`src/hw/rtl/cdbr_pkg.sv`:
```
`timescale 1ns / 1ps

package cdbr_pkg;

   localparam int DIV_SLOTS   = 4;
   localparam int NUM_BUSES   = 2;
   localparam int NUM_OUTS    = 3;
   localparam int NUM_SOURCES = 2 + DIV_SLOTS;
   localparam int ROUTE_BITS  = 18;
   localparam int OUT_ROUTE_BASE = 12;

   localparam int LIMIT_BITS = 4;
   localparam int SCALE_BITS = 11;
   localparam int GATE_BITS  = 20;
   localparam int SEL_BITS   = 6;
   localparam int CSR_IDX_BITS = 3;

   localparam logic [GATE_BITS-1:0] GATE_MAX = '1;

   localparam logic [CSR_IDX_BITS-1:0] CSR_ROUTE    = 3'd0;
   localparam logic [CSR_IDX_BITS-1:0] CSR_LIMIT_A  = 3'd1;
   localparam logic [CSR_IDX_BITS-1:0] CSR_LIMIT_B  = 3'd2;
   localparam logic [CSR_IDX_BITS-1:0] CSR_LIMIT_C  = 3'd3;
   localparam logic [CSR_IDX_BITS-1:0] CSR_LIMIT_D  = 3'd4;
   localparam logic [CSR_IDX_BITS-1:0] CSR_GATE     = 3'd5;
   localparam logic [CSR_IDX_BITS-1:0] CSR_MIN_GATE = 3'd6;

   localparam logic [GATE_BITS-1:0]  GATE_RESET     = 20'd24000;
   localparam logic [GATE_BITS-1:0]  MIN_GATE_RESET = 20'd48;
   localparam logic [LIMIT_BITS-1:0] LIMIT_RESET    = 4'd1;

   typedef enum logic [2:0] {
      ST_IDLE,
      ST_SEL,
      ST_START,
      ST_WAIT,
      ST_FINISH
   } seq_state_type;

   typedef struct packed {
      logic                done;
      logic [SEL_BITS-1:0] rem;
   } mod_rsp_type;

endpackage

```
`src/hw/rtl/cdbr_mod_unit.sv`:
```
`timescale 1ns / 1ps

module cdbr_mod_unit #(
   parameter int COUNT_BITS = 32
) (
   input  logic                           clock,
   input  logic                           reset,
   input  logic                           start,
   input  logic [COUNT_BITS-1:0]          dividend,
   input  logic [cdbr_pkg::SEL_BITS-1:0]  divisor,
   output cdbr_pkg::mod_rsp_type          rsp
);
   import cdbr_pkg::*;

   localparam int CNT_W = $clog2(COUNT_BITS + 1);

   logic [CNT_W-1:0]      cnt_ff, cnt_in;
   logic [COUNT_BITS-1:0] num_ff, num_in;
   logic [SEL_BITS-1:0]   rem_ff, rem_in;
   logic [SEL_BITS-1:0]   div_ff, div_in;
   logic                  done_ff, done_in;
   logic [SEL_BITS:0]     trial;

   // restoring remainder, one dividend bit per cycle
   always_comb begin
      trial   = {rem_ff, num_ff[COUNT_BITS-1]};
      cnt_in  = cnt_ff;
      num_in  = num_ff;
      rem_in  = rem_ff;
      div_in  = div_ff;
      done_in = 1'b0;
      if (start) begin
         cnt_in = CNT_W'(COUNT_BITS);
         num_in = dividend;
         rem_in = '0;
         div_in = divisor;
      end else if (cnt_ff != '0) begin
         num_in = {num_ff[COUNT_BITS-2:0], 1'b0};
         if (trial >= {1'b0, div_ff}) begin
            rem_in = SEL_BITS'(trial - {1'b0, div_ff});
         end else begin
            rem_in = trial[SEL_BITS-1:0];
         end
         cnt_in  = cnt_ff - 1'b1;
         done_in = (cnt_ff == CNT_W'(1));
      end
   end

   always_ff @(posedge clock) begin
      if (reset) begin
         cnt_ff  <= '0;
         done_ff <= 1'b0;
      end else begin
         cnt_ff  <= cnt_in;
         done_ff <= done_in;
      end
   end

   always_ff @(posedge clock) begin
      num_ff <= num_in;
      rem_ff <= rem_in;
      div_ff <= div_in;
   end

   assign rsp.done = done_ff;
   assign rsp.rem  = rem_ff;

endmodule

```
`src/hw/rtl/cdbr_gate_calc.sv`:
```
`timescale 1ns / 1ps

module cdbr_gate_calc (
   input  logic                                  clock,
   input  logic [cdbr_pkg::GATE_BITS-1:0]        gate_ticks,
   input  logic [cdbr_pkg::GATE_BITS-1:0]        min_gate_ticks,
   input  logic signed [cdbr_pkg::SCALE_BITS-1:0] gate_scale,
   output logic [cdbr_pkg::GATE_BITS-1:0]        gate_len
);
   import cdbr_pkg::*;

   localparam int PROD_BITS = GATE_BITS + 1 + SCALE_BITS;

   logic signed [GATE_BITS:0]     ticks_s;
   logic signed [PROD_BITS-1:0]   prod_ff, prod_in;
   logic [PROD_BITS-10:0]         scaled;
   logic [GATE_BITS-1:0]          gate_ff, gate_in;

   assign ticks_s = $signed({1'b0, gate_ticks});
   assign prod_in = PROD_BITS'(ticks_s * gate_scale);

   always_comb begin
      scaled = prod_ff[PROD_BITS-1] ? '0 : prod_ff[PROD_BITS-2:8];
      if (scaled > (PROD_BITS-9)'(GATE_MAX)) begin
         gate_in = GATE_MAX;
      end else if (scaled < (PROD_BITS-9)'(min_gate_ticks)) begin
         gate_in = min_gate_ticks;
      end else begin
         gate_in = scaled[GATE_BITS-1:0];
      end
   end

   always_ff @(posedge clock) begin
      prod_ff <= prod_in;
      gate_ff <= gate_in;
   end

   assign gate_len = gate_ff;

endmodule

```
`src/hw/rtl/clock_divider_bus_router_top.sv`:
```
`timescale 1ns / 1ps

// Clock divider with a two-bus trigger routing matrix. One item per sample tick
// carries the detected clock, reset and aux edges plus Q8 scales; one result item
// (three mixed outputs and an overlap warning) comes back per item. The block takes
// one item at a time: an item occupies it until each divider built (at most four)
// has been run in turn through the single shared remainder unit, which retires
// one counter bit per cycle. A finished result waits in the output register while
// the next item is taken.
module clock_divider_bus_router_top #(
   parameter int COUNT_BITS   = 32,
   parameter int NUM_DIVIDERS = 4
) (
   input  logic                                 clock,
   input  logic                                 reset,
   // clock_edge, reset_edge, aux_edge_a, aux_edge_b, div_scale_a..d, gate_scale
   input  logic [63:0]                          req_tdata,
   input  logic                                 req_tvalid,
   output logic                                 req_tready,
   // mix_out_a, mix_out_b, mix_out_c, overlap_warning
   output logic [7:0]                           rsp_tdata,
   output logic                                 rsp_tvalid,
   input  logic                                 rsp_tready,
   input  logic                                 csr_we,
   input  logic [cdbr_pkg::CSR_IDX_BITS-1:0]    csr_index,
   input  logic [cdbr_pkg::GATE_BITS-1:0]       csr_wdata
);
   import cdbr_pkg::*;

   localparam int ACTIVE_DIVS = (NUM_DIVIDERS < DIV_SLOTS) ? NUM_DIVIDERS : DIV_SLOTS;
   localparam int IDX_W = $clog2(DIV_SLOTS);

   // configuration
   logic [ROUTE_BITS-1:0] route_ff, route_in;
   logic [LIMIT_BITS-1:0] limit_ff [DIV_SLOTS];
   logic [LIMIT_BITS-1:0] limit_in [DIV_SLOTS];
   logic [GATE_BITS-1:0]  gate_ticks_ff, gate_ticks_in;
   logic [GATE_BITS-1:0]  min_gate_ff, min_gate_in;

   // state
   seq_state_type         state_ff, state_in;
   logic [COUNT_BITS-1:0] step_ff, step_in;
   logic [GATE_BITS-1:0]  pulse_ff [NUM_BUSES];
   logic [GATE_BITS-1:0]  pulse_in [NUM_BUSES];
   logic [NUM_BUSES-1:0]  bus_live_ff, bus_live_in;
   logic [IDX_W-1:0]      idx_ff, idx_in;
   logic [DIV_SLOTS-1:0]  fire_ff, fire_in;
   logic [SEL_BITS-1:0]   sel_ff, sel_in;
   logic                  rsp_valid_ff, rsp_valid_in;
   logic [3:0]            rsp_data_ff, rsp_data_in;

   // latched item
   logic                         clk_edge_ff, clk_edge_in;
   logic [1:0]                   aux_ff, aux_in;
   logic signed [SCALE_BITS-1:0] scale_ff [DIV_SLOTS];
   logic signed [SCALE_BITS-1:0] scale_in [DIV_SLOTS];
   logic signed [SCALE_BITS-1:0] gscale_ff, gscale_in;

   logic                  accept;
   logic                  mod_start;
   logic                  out_load;
   logic                  last_div;
   mod_rsp_type           mod_rsp;
   logic [GATE_BITS-1:0]  gate_len;

   logic signed [SCALE_BITS-1:0] cur_scale;
   logic [SCALE_BITS-1:0]        mag;
   logic [LIMIT_BITS+SCALE_BITS-1:0] sel_prod;
   logic [NUM_SOURCES-1:0]       src_fire;
   logic [NUM_BUSES-1:0]         bus_trig;
   logic [NUM_OUTS-1:0]          mix;
   logic                         warn;

   cdbr_mod_unit #(
      .COUNT_BITS (COUNT_BITS)
   ) u_mod (
      .clock    (clock),
      .reset    (reset),
      .start    (mod_start),
      .dividend (step_ff),
      .divisor  (sel_ff + 1'b1),
      .rsp      (mod_rsp)
   );

   cdbr_gate_calc u_gate (
      .clock          (clock),
      .gate_ticks     (gate_ticks_ff),
      .min_gate_ticks (min_gate_ff),
      .gate_scale     (gscale_ff),
      .gate_len       (gate_len)
   );

   assign last_div = (idx_ff == IDX_W'(ACTIVE_DIVS - 1));

   // next state
   always_comb begin
      state_in = state_ff;
      unique case (state_ff)
         ST_IDLE:   if (accept) state_in = ST_SEL;
         ST_SEL:    state_in = ST_START;
         ST_START:  state_in = ST_WAIT;
         ST_WAIT: begin
            if (mod_rsp.done) begin
               state_in = last_div ? ST_FINISH : ST_SEL;
            end
         end
         ST_FINISH: if (out_load) state_in = ST_IDLE;
         default:   state_in = ST_IDLE;
      endcase
   end

   // control outputs
   always_comb begin
      req_tready = (state_ff == ST_IDLE);
      mod_start  = (state_ff == ST_START);
      out_load   = (state_ff == ST_FINISH) && (!rsp_valid_ff || rsp_tready);
   end

   assign accept = req_tvalid && req_tready;

   // configuration writes
   always_comb begin
      route_in      = route_ff;
      limit_in      = limit_ff;
      gate_ticks_in = gate_ticks_ff;
      min_gate_in   = min_gate_ff;
      if (csr_we) begin
         unique case (csr_index)
            CSR_ROUTE:    route_in      = csr_wdata[ROUTE_BITS-1:0];
            CSR_LIMIT_A:  limit_in[0]   = csr_wdata[LIMIT_BITS-1:0];
            CSR_LIMIT_B:  limit_in[1]   = csr_wdata[LIMIT_BITS-1:0];
            CSR_LIMIT_C:  limit_in[2]   = csr_wdata[LIMIT_BITS-1:0];
            CSR_LIMIT_D:  limit_in[3]   = csr_wdata[LIMIT_BITS-1:0];
            CSR_GATE:     gate_ticks_in = csr_wdata;
            CSR_MIN_GATE: min_gate_in   = csr_wdata;
            default: ;
         endcase
      end
   end

   // datapath
   always_comb begin
      step_in      = step_ff;
      pulse_in     = pulse_ff;
      bus_live_in  = bus_live_ff;
      idx_in       = idx_ff;
      fire_in      = fire_ff;
      sel_in       = sel_ff;
      rsp_valid_in = rsp_valid_ff;
      rsp_data_in  = rsp_data_ff;
      clk_edge_in  = clk_edge_ff;
      aux_in       = aux_ff;
      scale_in     = scale_ff;
      gscale_in    = gscale_ff;

      cur_scale = scale_ff[idx_ff];
      mag       = cur_scale[SCALE_BITS-1] ? SCALE_BITS'(-cur_scale) : cur_scale;
      sel_prod  = {{SCALE_BITS{1'b0}}, limit_ff[idx_ff]} * {{LIMIT_BITS{1'b0}}, mag};

      src_fire = {fire_ff, aux_ff};
      bus_trig = '0;
      mix      = '0;
      warn     = 1'b0;
      for (int b = 0; b < NUM_BUSES; b++) begin
         for (int s = 0; s < NUM_SOURCES; s++) begin
            if (src_fire[s] && route_ff[2*s+b]) bus_trig[b] = 1'b1;
         end
      end
      for (int o = 0; o < NUM_OUTS; o++) begin
         for (int b = 0; b < NUM_BUSES; b++) begin
            if (route_ff[OUT_ROUTE_BASE+2*o+b]) begin
               if (bus_live_ff[b]) mix[o] = 1'b1;
               if (bus_live_ff[b] && bus_trig[b]) warn = 1'b1;
            end
         end
      end

      if (rsp_valid_ff && rsp_tready) rsp_valid_in = 1'b0;

      if (accept) begin
         clk_edge_in = req_tdata[0];
         aux_in      = req_tdata[3:2];
         for (int k = 0; k < DIV_SLOTS; k++) begin
            scale_in[k] = req_tdata[4+SCALE_BITS*k +: SCALE_BITS];
         end
         gscale_in = req_tdata[4+SCALE_BITS*DIV_SLOTS +: SCALE_BITS];
         if (req_tdata[1]) begin
            step_in = '0;
         end else if (req_tdata[0]) begin
            step_in = step_ff + 1'b1;
         end
         for (int b = 0; b < NUM_BUSES; b++) begin
            bus_live_in[b] = (pulse_ff[b] != '0);
            if (pulse_ff[b] != '0) pulse_in[b] = pulse_ff[b] - 1'b1;
         end
         idx_in  = '0;
         fire_in = '0;
      end

      if (state_ff == ST_SEL) begin
         sel_in = sel_prod[SEL_BITS+7:8];
      end

      if (state_ff == ST_WAIT && mod_rsp.done) begin
         fire_in[idx_ff] = clk_edge_ff && (mod_rsp.rem == sel_ff);
         if (!last_div) idx_in = idx_ff + 1'b1;
      end

      if (out_load) begin
         for (int b = 0; b < NUM_BUSES; b++) begin
            if (bus_trig[b]) pulse_in[b] = gate_len;
         end
         rsp_valid_in = 1'b1;
         rsp_data_in  = {warn, mix};
      end
   end

   always_ff @(posedge clock) begin
      if (reset) begin
         route_ff      <= '0;
         limit_ff      <= '{default: LIMIT_RESET};
         gate_ticks_ff <= GATE_RESET;
         min_gate_ff   <= MIN_GATE_RESET;
         state_ff      <= ST_IDLE;
         step_ff       <= '0;
         pulse_ff      <= '{default: '0};
         rsp_valid_ff  <= 1'b0;
      end else begin
         route_ff      <= route_in;
         limit_ff      <= limit_in;
         gate_ticks_ff <= gate_ticks_in;
         min_gate_ff   <= min_gate_in;
         state_ff      <= state_in;
         step_ff       <= step_in;
         pulse_ff      <= pulse_in;
         rsp_valid_ff  <= rsp_valid_in;
      end
   end

   always_ff @(posedge clock) begin
      bus_live_ff <= bus_live_in;
      idx_ff      <= idx_in;
      fire_ff     <= fire_in;
      sel_ff      <= sel_in;
      rsp_data_ff <= rsp_data_in;
      clk_edge_ff <= clk_edge_in;
      aux_ff      <= aux_in;
      scale_ff    <= scale_in;
      gscale_ff   <= gscale_in;
   end

   assign rsp_tvalid = rsp_valid_ff;
   assign rsp_tdata  = {4'b0000, rsp_data_ff};

endmodule
```
`config.mk`:
```
export PLATFORM = sky130hd
export DESIGN_NAME = clock_divider_bus_router_top
export DESIGN_NICKNAME = d
export VERILOG_FILES = /design/src/hw/rtl/cdbr_pkg.sv /design/src/hw/rtl/cdbr_mod_unit.sv /design/src/hw/rtl/cdbr_gate_calc.sv /design/src/hw/rtl/clock_divider_bus_router_top.sv
export SDC_FILE = /design/constraint.sdc
export NUM_CORES = 1
export LEC_CHECK = 0
export BUFFER_PORTS_ARGS = -buffer_cell sky130_fd_sc_hd__buf_2
export CAP_MARGIN = 20
export CORE_AREA = 2 2 195 197
export CTS_CLUSTER_DIAMETER = 150
export CTS_CLUSTER_SIZE = 20
export DETAILED_ROUTE_END_ITERATION = 8
export DIE_AREA = 0 0 197 199
export HOLD_SLACK_MARGIN = 0.06
export PLACE_DENSITY = 0.87
export SLEW_MARGIN = 15
export SYNTH_ARGS = -nofsm -noshare
export SYNTH_HDL_FRONTEND = slang
export SYNTH_SLANG_ARGS = --single-unit
```
`constraint.sdc`:
```
create_clock -name clock -period 6.08 [get_ports clock]
set_input_delay 0.608 -clock clock [delete_from_list [all_inputs] [get_ports clock]]
set_output_delay 0.608 -clock clock [all_outputs]
set_load 0.01 [all_outputs]
```
# Word level (Yosys, flattened, before mapping)
# Cells that the tools add are included.
dict set report op_classes {
  add_sub_neg 8
  n_mul 2
  order_cmp 6
  n_eq_ne 16
  n_mux 71
  n_bitwise 2
  reduce_logical 41
}
# op count
set ops {}
lappend ops {{two-way mux 32 bit} 4}
lappend ops {{two-way mux 20 bit} 5}
lappend ops {{two-way mux 40 bit} 2}
lappend ops {{nonzero test 20 bit} 2}
lappend ops {{subtractor 20 x 1 -> 20 bit (second input constant)} 2}
lappend ops {{two-way mux 1 bit} 37}
lappend ops {{two-way mux 11 bit} 3}
lappend ops {{adder 32 x 1 -> 32 bit (second input constant)} 1}
lappend ops {{multiplier 21 x 11 -> 32 bit} 1}
lappend ops {{greater-than comparator 23 x 20 -> 1 bit (second input constant)} 1}
lappend ops {{< comparator 23 x 20 -> 1 bit} 1}
lappend ops {{two-way mux 23 bit} 1}
lappend ops {{binary-select mux 11 bit (select 2 bit)} 1}
lappend ops {{logical AND 1 bit} 20}
lappend ops {{two-way mux 6 bit} 3}
lappend ops {{two-way mux 4 bit} 4}
lappend ops {{AND reduction 2 bit} 8}
lappend ops {{one-hot mux 3 bit (5 select lines)} 1}
lappend ops {{multiplier 4 x 11 -> 14 bit} 1}
lappend ops {{equality test 3 x 2 -> 1 bit (second input constant)} 4}
lappend ops {{equality test 3 bit (second input constant)} 4}
lappend ops {{two-way mux 3 bit} 4}
lappend ops {{negation 11 bit} 1}
lappend ops {{binary-select mux 4 bit (select 2 bit)} 1}
lappend ops {{other kinds (27)} 34}
dict set report totals {
  register_bits 329
  inputBits 92
  output_inout_bits 10
  word_cells 178
}

# Longest topological paths before layout
# Gate-level depths: netlist of run 1.
dict set report depth {
  ltp_word 20
  ltp_mapped 21
  depth_no_buf 19
}

# Cells and area by module
# From an unflattened synthesis of run 1, not the netlist that was laid out.
dict set report hier_totals {
  hier_cells 2327
  hier_area_um2 22258.8
}
# mod instances cells_per_inst area_per_inst_um2 seq_area_each_um2
set modules_own_cells {}
lappend modules_own_cells {clock_divider_bus_router_top 1 1141 10926.7 5225.0}
lappend modules_own_cells {cdbr_gate_calc 1 999 8839.7 880.8}
lappend modules_own_cells {cdbr_mod_unit 1 187 2492.4 1401.3}

# Worst setup path after synthesis of run 1
# OpenSTA, ideal clock, no wires.
dict set report synth_path {
  kind {flip-flop to flip-flop}
  start {register gscale_ff[10]}
  end {register u_gate.prod_ff[28]}
  t_arrival_ps 5344
  path_slack_ps 630
  path_stages_with_launch 21
  path_buffers 2
  synth_period_minus_slack_ps 5450
  cell_sequence {edfxtp_1 > inv_1 > clkbuf_1 > nor2_1 > fa_1 > inv_1 > fa_1 > fa_1 > inv_1 > fa_1 > inv_1 > fa_1 > inv_1 > ha_1 > clkbuf_1 > a21o_1 > a211o_1 > nor3_1 > a21oi_1 > and3_1 > o311ai_0}
}
dict set report synth_via {
  elab_chain_cells 1
}
# element line
set synth_rtl {}
lappend synth_rtl {{start: declaration} clock_divider_bus_router_top.sv:57} ;# logic signed [SCALE_BITS-1:0] gscale_ff, gscale_in;
lappend synth_rtl {{start signal: assignment} clock_divider_bus_router_top.sv:249} ;# gscale_ff <= gscale_in;
lappend synth_rtl {{multiplier 21 x 11 -> 32 bit} cdbr_gate_calc.sv:20} ;# assign prod_in = PROD_BITS'(ticks_s * gate_scale);
lappend synth_rtl {{named net u_gate.prod_in[28]} cdbr_gate_calc.sv:15} ;# logic signed [PROD_BITS-1:0] prod_ff, prod_in;
lappend synth_rtl {{end signal: assignment} cdbr_gate_calc.sv:34} ;# prod_ff <= prod_in;
lappend synth_rtl {{end: declaration} cdbr_gate_calc.sv:15}
# The timed path passes the listed nets, and every way through them passes these cells.
# A chain may end at the register's enable or synchronous reset.

# Final worst setup path of run 1
dict set report layout_path {
  start {register gscale_ff[9]}
  end {register u_gate.prod_ff[28]}
}
# The elaborated chain is that of the path after synthesis.

==> results.rst, run 1 <==
.. list-table::
   :header-rows: 1

   * - Metric
     - Value
   * - Worst setup slack before clock tree synthesis
     - 0.204 ns
   * - Worst hold-check path type
     - primary input to flop
   * - Prevailing post-synth register cell
     - dfxtp_1
   * - Drt initial violations
     - 1231
   * - Maximum fanout along the worst path
     - 11
   * - Final setup violating endpoints
     - 0
   * - Setup skew after layout
     - 0.0172 ns
   * - Worst min-delay path endpoint
     - scale_ff[23]
   * - Max clock buf depth
     - 3
   * - Ratio of cells with drive above 1 in the final layout
     - 0.108
   * - DPL Wire Length
     - 37.6 mm
   * - Warnings from Yosys
     - 0
   * - Clock tree from TritonCTS
     - done
   * - Critical path capture point type
     - flop
   * - Adder and majority cell fraction of the synthesized area
     - 0.240
   * - Fraction of the cycle the final worst path needs
     - 0.953
   * - Worst supply voltage drop on vdd
     - 366 uV
   * - Number of levels in the clock H-tree
     - 1
   * - Sequential fraction of the synthesis area
     - 0.340
   * - Routed WL per cell
     - 18.0 um
   * - Seq cells post-synth
     - 321
   * - Actual transition at the worst max-transition pin
     - 0.996 ns
   * - GPL Wtd Cong
     - 0.894
   * - Final Hold Violating Endpoints
     - 0
   * - Wire length of the first global-routing pass
     - 81.9 mm
   * - Worst hold slack across all endpoints
     - 0.236 ns
   * - Worst reg2reg endpoint
     - u_gate.prod_ff[28]
   * - Number of nets in the layout
     - 2758
   * - Run status
     - finished clean
   * - Aggregate global-route resource usage
     - 0.260
   * - Max Slew Vio Count
     - 0
   * - Number of antenna violations at the first check in global routing
     - 6
   * - Minimum setup slack in the final design
     - 0.284 ns
   * - Cell mode on critical path
     - fa_1
   * - Total power after layout
     - 8910 uW
   * - Count of flip-flops with a built-in enable after synthesis
     - 108
   * - Die Wd
     - 197 um
   * - Global-route congestion overflow total
     - 0
   * - Core Area
     - 37100 um2
   * - Synthesized-area fraction occupied by ao, oa, aoi and oai cells
     - 0.0927
   * - Multiplexer share of the synthesized area
     - 0.0408
   * - Crit path arrival time
     - 6.21 ns
   * - Cts hold-fix bufs
     - 0
   * - Slack of the worst reg-to-reg path
     - 0.28 ns
   * - Cell at the slowest stage of the critical path
     - edfxtp_1
   * - Total wire length
     - 51.3 mm
   * - Setup tns final
     - 0 ns
   * - Worst Min Path Start
     - req_tdata[16]
   * - Main combinational cell family by area after synthesis
     - adder cells
   * - Pwr/cell area
     - 378 nW/um2
   * - Clock root buffer
     - clkbuf_16
   * - Worst setup SP type
     - flop
   * - Number of DRC violations after detailed routing
     - 0
   * - Die Height
     - 199 um
   * - Shortest clock period the worst path allows after layout
     - 5.80 ns
   * - Unrepaired setup endpoints after global routing
     - false
   * - Number of standard-cell rows in the floorplan
     - 71
   * - Fraction of synthesized cell area in xor and xnor cells
     - 0.0417
   * - Worst R2R Path Depth
     - 17
   * - Share of flip-flops with an asynchronous set or reset after synthesis
     - 0
   * - Clock tree sinks
     - 321
   * - Max_cap viols
     - 0
   * - Clock transition at the registers of the reported paths
     - 0.09 ns
   * - Post-Synthesis Mean Instance Area
     - 9.58 um2
   * - Worst Hold Path Cells
     - 1
   * - Vias
     - 16425
   * - Static Leakage
     - 0.0103 uW
   * - Layout Cells excl Fill
     - 2841
   * - Delay contributed by the slowest stage of the critical path
     - 0.61 ns
   * - Post-synthesis instance area
     - 22100 um2
   * - Average vias per placed instance
     - 5.78
   * - Area growth from synthesis to layout
     - 6.94%
   * - Post-synthesis cell count
     - 2303
   * - TritonCTS buffer count
     - 20
   * - Crit path required time
     - 6.49 ns
   * - Worst setup path category
     - flop to flop
   * - Clock latency reported for the late side of the worst-skew pair
     - 0.54 ns
   * - Rel. slew slack
     - 0.336
   * - Vias in the first global route
     - 16822
   * - Timing-limited maximum frequency
     - 173 MHz
   * - Sequence of cells on the critical path
     - and2_1 -> fa_1 -> fa_1 -> fa_1 -> fa_1 -> inv_1 -> fa_1 -> inv_1 -> ha_1 -> nand2_1 -> o21ai_0 -> o41a_1 -> nor3_1 -> a21oi_1 -> buf_4 -> and3_1 -> o311ai_0
   * - Full die area
     - 39200 um2
   * - Number of input and output port buffers inserted
     - 92
   * - Count of antenna-violating nets left after detailed routing
     - 0
   * - Yosys cell types
     - 83
   * - Critical register-to-register path startpoint
     - gscale_ff[9]
   * - Initial Utilization
     - 0.594
   * - Share of synthesized cell area in and, or, nand and nor gates
     - 0.178
   * - Length of the first detailed-routing pass in iterations
     - 5
   * - Pin count of the biggest net entering global routing
     - 87
   * - Placed instance count
     - 2787
   * - Boundary pin count
     - 102
==> registers in the layout, summed over array words and instances (netlist names), 11 cells and up <==
name and count:
scale_ff 44, step_ff 32, u_gate.gate_len 20, u_mod.num_ff 32
route_ff 18, gscale_ff 11, min_gate_ff 20, pulse_ff 40
gate_ticks_ff 20, u_gate.prod_ff 24, limit_ff 16
==> kinds of logic (layout without fill, tap and decap cells) <==
kind of cell	after synthesis	in the layout
AND/OR/NAND/NOR	810	810
buffers and inverters	381	436
flip-flops	321	321
adder cells (fa/ha/maj)	316	316
AO/OA/AOI/OAI	302	302
XOR/XNOR	105	105
multiplexers	67	67
other	1	10
==> cell usage in the layout (no fill, tap or decap), drive strengths merged, types with 35 or more instances in the layout <==
cell type / instances
a211oi: 36
a21oi: 94
and2: 94
buf: 132
dfxtp: 213
edfxtp: 108
fa: 178
ha: 138
inv: 271
nand2: 316
nor2: 162
nor2b: 41
o21ai: 35
xnor2: 63
xor2: 42
==> worst max-delay path: cells and delay by family (launching register included) <==
family | cells | cell delay [ns]
compound gates | 4 | 0.98
fa+ha+maj | 6 | 3.02
flops | 1 | 0.61
buf+inv | 3 | 0.29
simple gates | 4 | 0.75
==> synth_stat cells (all sizes together), types with 34 or more instances <==
| cell | instances | area [um2] |
|---|---|---|
| nor2b | 41 | 257 |
| xor2 | 42 | 368 |
| o21ai | 35 | 175 |
| edfxtp | 108 | 3240 |
| a211oi | 36 | 275 |
| xnor2 | 63 | 552 |
| a21oi | 94 | 474 |
| nor2 | 162 | 616 |
| ha | 138 | 1730 |
| inv | 270 | 1010 |
| and2 | 94 | 588 |
| clkbuf | 99 | 373 |
| nand2 | 316 | 1190 |
| nand3 | 34 | 183 |
| dfxtp | 213 | 4260 |
| fa | 178 | 3560 |
==> worst max-delay path by stage <==
stage / from / endpoint / slack, ns
finish: gscale_ff[9] / u_gate.prod_ff[28] / 0.28
global route: gate_ticks_ff[5] / u_gate.prod_ff[28] / 0.05
CTS: gscale_ff[7] / u_gate.prod_ff[28] / 0.18
detailed placement: gscale_ff[7] / u_gate.prod_ff[28] / 0.20
global placement: gscale_ff[7] / u_gate.prod_ff[28] / 0.38
floorplan: gscale_ff[10] / u_gate.prod_ff[28] / 0.63
==> per-stage QoR <==
step | util | cell area [um2]
final | 0.636 | 23600
after detailed placement | 0.616 | 22900
after global routing | 0.636 | 23600
after global placement | 0.616 | 22900
after CTS | 0.632 | 23500
after floorplan | - | 22100
==> layout make-up <==
class | count | area, um2
Tap cell | 474 | 593
Timing Repair Buffer | 132 | 763
Sequential cell | 321 | 7510
Inverter | 271 | 1020
Fill cell | 2864 | 13500
Clock buffer | 30 | 538
Multi-Input combinational cell | 1604 | 13100
Antenna cell | 6 | 15.0
Clock inverter | 3 | 38.8
==> layer usage <==
layer / track usage / share of wire
met1: 0.328 / 0.41
met2: 0.447 / 0.48
met3: 0.0465 / 0.067
met4: 0.102 / 0.043
met5: 0 / 0
==> power breakdown <==
group          internal [uW]  total, uW  switching, uW  leakage, uW
clock network            627       1360            734     0.000277
registers               2740       3020            283      0.00280
logic                   1940       4530           2590      0.00718
total                   5310       8910           3600       0.0103
==> timing repair <==
action | CTS | global route
hold endpoints to repair | 0 | 0
setup buffers | 0 | 14
endpoints found under the setup margin | 0 | 4
resized for setup | 0 | 3
Note: power is estimated with default switching activity, not from simulation.
==> run 2, diff against run 1 <==
Settings changed: CTS_BUF_LIST from default to sky130_fd_sc_hd__clkbuf_4 sky130_fd_sc_hd__clkbuf_8 sky130_fd_sc_hd__clkbuf_16, CTS_CLUSTER_SIZE 20 to default.
==> run 2 against run 1 <==
Global-route usage increased by 0.28 points. Clock skew is 0.0037 ns higher. Flip-flop and latch count unchanged. Largest cell class unchanged. Final cell count rose by 0.95%. Core utilization increased by 1.5 points. Combinational power about the same. Maximum frequency rose by 0.97%. Critical path depth grew 2. Die area is the same.
==> results.rst, run 2 (synthesis gave the netlist of run 1 again) <==
.. list-table::
   :header-rows: 1

   * - Metric
     - Value
   * - Run status
     - finished clean
   * - Clock tree sinks
     - 321 (unchanged)
   * - Final setup violating endpoints
     - 0 (unchanged)
   * - Setup tns final
     - 0 ns (unchanged)
   * - Ratio of cells with drive above 1 in the final layout
     - 0.122 (+0.0138)
   * - Number of nets in the layout
     - 2770 (+0.44%)
   * - Drt initial violations
     - 1240 (+0.73%)
   * - Registers with the highest flip-flop counts
     - scale_ff: 44 flops, pulse_ff: 40 flops
   * - Unrepaired setup endpoints after global routing
     - false
   * - Final core utilization
     - 0.650 (+0.0146)
   * - Setup skew after layout
     - 0.0209 ns (+0.00366 ns)
   * - Aggregate global-route resource usage
     - 0.263 (+0.00276)
   * - TritonCTS buffer count
     - 35 (+75%)
   * - Max_cap viols
     - 0 (unchanged)
   * - Rel. slew slack
     - 0.345 (+0.00875)
   * - Pin count of the biggest net entering global routing
     - 87 (unchanged)
   * - Worst supply voltage drop on vdd
     - 366 uV (-0.20%)
   * - Shortest clock period the worst path allows after layout
     - 5.74 ns (-0.0558 ns)
   * - Die Wd
     - 197 um (unchanged)
   * - GPL Wtd Cong
     - 0.894 (unchanged)
   * - Clock root buffer
     - clkbuf_16
   * - Full die area
     - 39200 um2 (unchanged)
   * - Actual transition at the worst max-transition pin
     - 0.983 ns (-0.0131 ns)
   * - Number of DRC violations after detailed routing
     - 0 (unchanged)
   * - Global-route congestion overflow total
     - 0 (unchanged)
   * - Boundary pin count
     - 102 (unchanged)
   * - Vias
     - 16501 (+0.46%)
   * - Timing-limited maximum frequency
     - 174 MHz (+0.97%)
   * - Number of standard-cell rows in the floorplan
     - 71 (unchanged)
   * - Clock tree from TritonCTS
     - done
   * - DPL Wire Length
     - 37.6 mm (unchanged)
   * - Leading cell types in the layout, fill and taps excluded
     - nand2_1 (316), inv_1 (268), dfxtp_1 (212)
   * - Crit path required time
     - 6.51 ns (+0.02 ns)
   * - Pwr/cell area
     - 400 nW/um2 (+5.9%)
   * - Length of the first detailed-routing pass in iterations
     - 6 (+1)
   * - Crit path arrival time
     - 6.17 ns (-0.04 ns)
   * - Fraction of the cycle the final worst path needs
     - 0.944 (-0.00918)
   * - Number of inserted filler cells in the final layout
     - 2809 (-1.9%)
   * - Routed WL per cell
     - 17.9 um (-0.65%)
   * - Average vias per placed instance
     - 5.75 (-0.48%)
   * - Vias in the first global route
     - 16921 (+0.59%)
   * - Critical path capture point type
     - flop
   * - Cts hold-fix bufs
     - 0 (unchanged)
   * - Placed instance count
     - 2787 (unchanged)
   * - Number of antenna violations at the first check in global routing
     - 6 (unchanged)
   * - Layout Cells excl Fill
     - 2868 (+0.95%)
   * - Core Area
     - 37100 um2 (unchanged)
   * - Max clock buf depth
     - 3 (unchanged)
   * - Maximum fanout along the worst path
     - 11 (unchanged)
   * - Worst hold slack across all endpoints
     - 0.230 ns (-0.00520 ns)
   * - Static Leakage
     - 0.0105 uW (+2.8%)
   * - Number of input and output port buffers inserted
     - 92 (unchanged)
   * - Wire length of the first global-routing pass
     - 82.6 mm (+0.88%)
   * - Number of levels in the clock H-tree
     - 2 (+1)
   * - Total wire length
     - 51.4 mm (+0.30%)
   * - Worst setup path category
     - flop to flop
   * - Max Slew Vio Count
     - 0 (unchanged)
   * - Worst hold-check path type
     - primary input to flop
   * - Clock latency reported for the late side of the worst-skew pair
     - 0.55 ns (about the same)
   * - Reg with most FFs
     - scale_ff
   * - Number of flip-flops under the largest register name
     - 44 (unchanged)
   * - Initial Utilization
     - 0.594 (unchanged)
   * - Final Hold Violating Endpoints
     - 0 (unchanged)
   * - Die Height
     - 199 um (unchanged)
   * - Worst setup SP type
     - flop
   * - Area growth from synthesis to layout
     - 9.40%
   * - Count of antenna-violating nets left after detailed routing
     - 0 (unchanged)
   * - Clock transition at the registers of the reported paths
     - 0.06 ns (-0.03 ns)
   * - Commonest non-fill, non-tap cell in the layout
     - nand2_1
-- run 2: final timing paths --
kind	startpoint	end	slack, ns	cells past startpoint
worst max-delay path	gscale_ff[7]	u_gate.prod_ff[28]	0.34	19
worst min-delay path	req_tdata[2]	aux_ff[0]	0.23	1
worst max register to register	gscale_ff[7]	u_gate.prod_ff[28]	0.34	19
worst min register to register	route_ff[9]	route_ff[9]	0.46	2
-- run 2: layout make-up --
type | instances | area (um2) | share of cell area
diodes | 6 | 15.0 | 0.000622
clock buffers | 52 | 1040 | 0.0431
clock inverters | 11 | 106 | 0.00441
inverters | 271 | 1020 | 0.0423
multi-input cells | 1604 | 13100 | 0.543
flip-flops and latches | 321 | 7510 | 0.311
well taps | 474 | 593 | 0.0246
repair buffers | 129 | 741 | 0.0307
-- run 2: power by group --
part	total (uW)	switching [uW]	internal, uW
logic	4530	2590	1940
clock network	2100	888	1210
registers	3020	281	2740
total	9650	3760	5890
-- run 2: per-stage QoR --
step	setup WS (ns)	cell area, um2	total power (uW)
3_5_place_dp	0.204	22900	7460
4_1_cts	0.204	24000	9610
2_1_floorplan	0.630	22100	6430
3_3_place_gp	0.380	22900	7230
5_1_grt	0.0648	24100	10300
6_report	0.340	24100	9650
-- run 2: worst max-delay path, cell delays in order (launching register included) --
cell and delay, ns:
edfxtp_1 0.57, clkbuf_4 0.28, and2_1 0.20, fa_1 0.53, inv_1 0.05, fa_1 0.46
fa_1 0.56, inv_1 0.06, fa_1 0.52, inv_1 0.05, fa_1 0.42, inv_1 0.07
ha_1 0.31, a21o_1 0.26, a211o_1 0.33, nor3_1 0.14, a21oi_1 0.10, buf_4 0.17
and3_1 0.19, o311ai_0 0.34
-- run 2: timing repair --
action / in CTS / in global routing
gates resized for setup: 0 / 2
setup buffers: 0 / 11
endpoints found under the setup margin: 0 / 3
-- run 2: routing by layer --
layer  up-vias  share of wire  global-route usage
li1       7743              -                   -
met1      7964           0.40               0.328
met2       635           0.49               0.452
met3       159          0.069              0.0475
met4         0          0.043               0.110
met5         -              0                   0
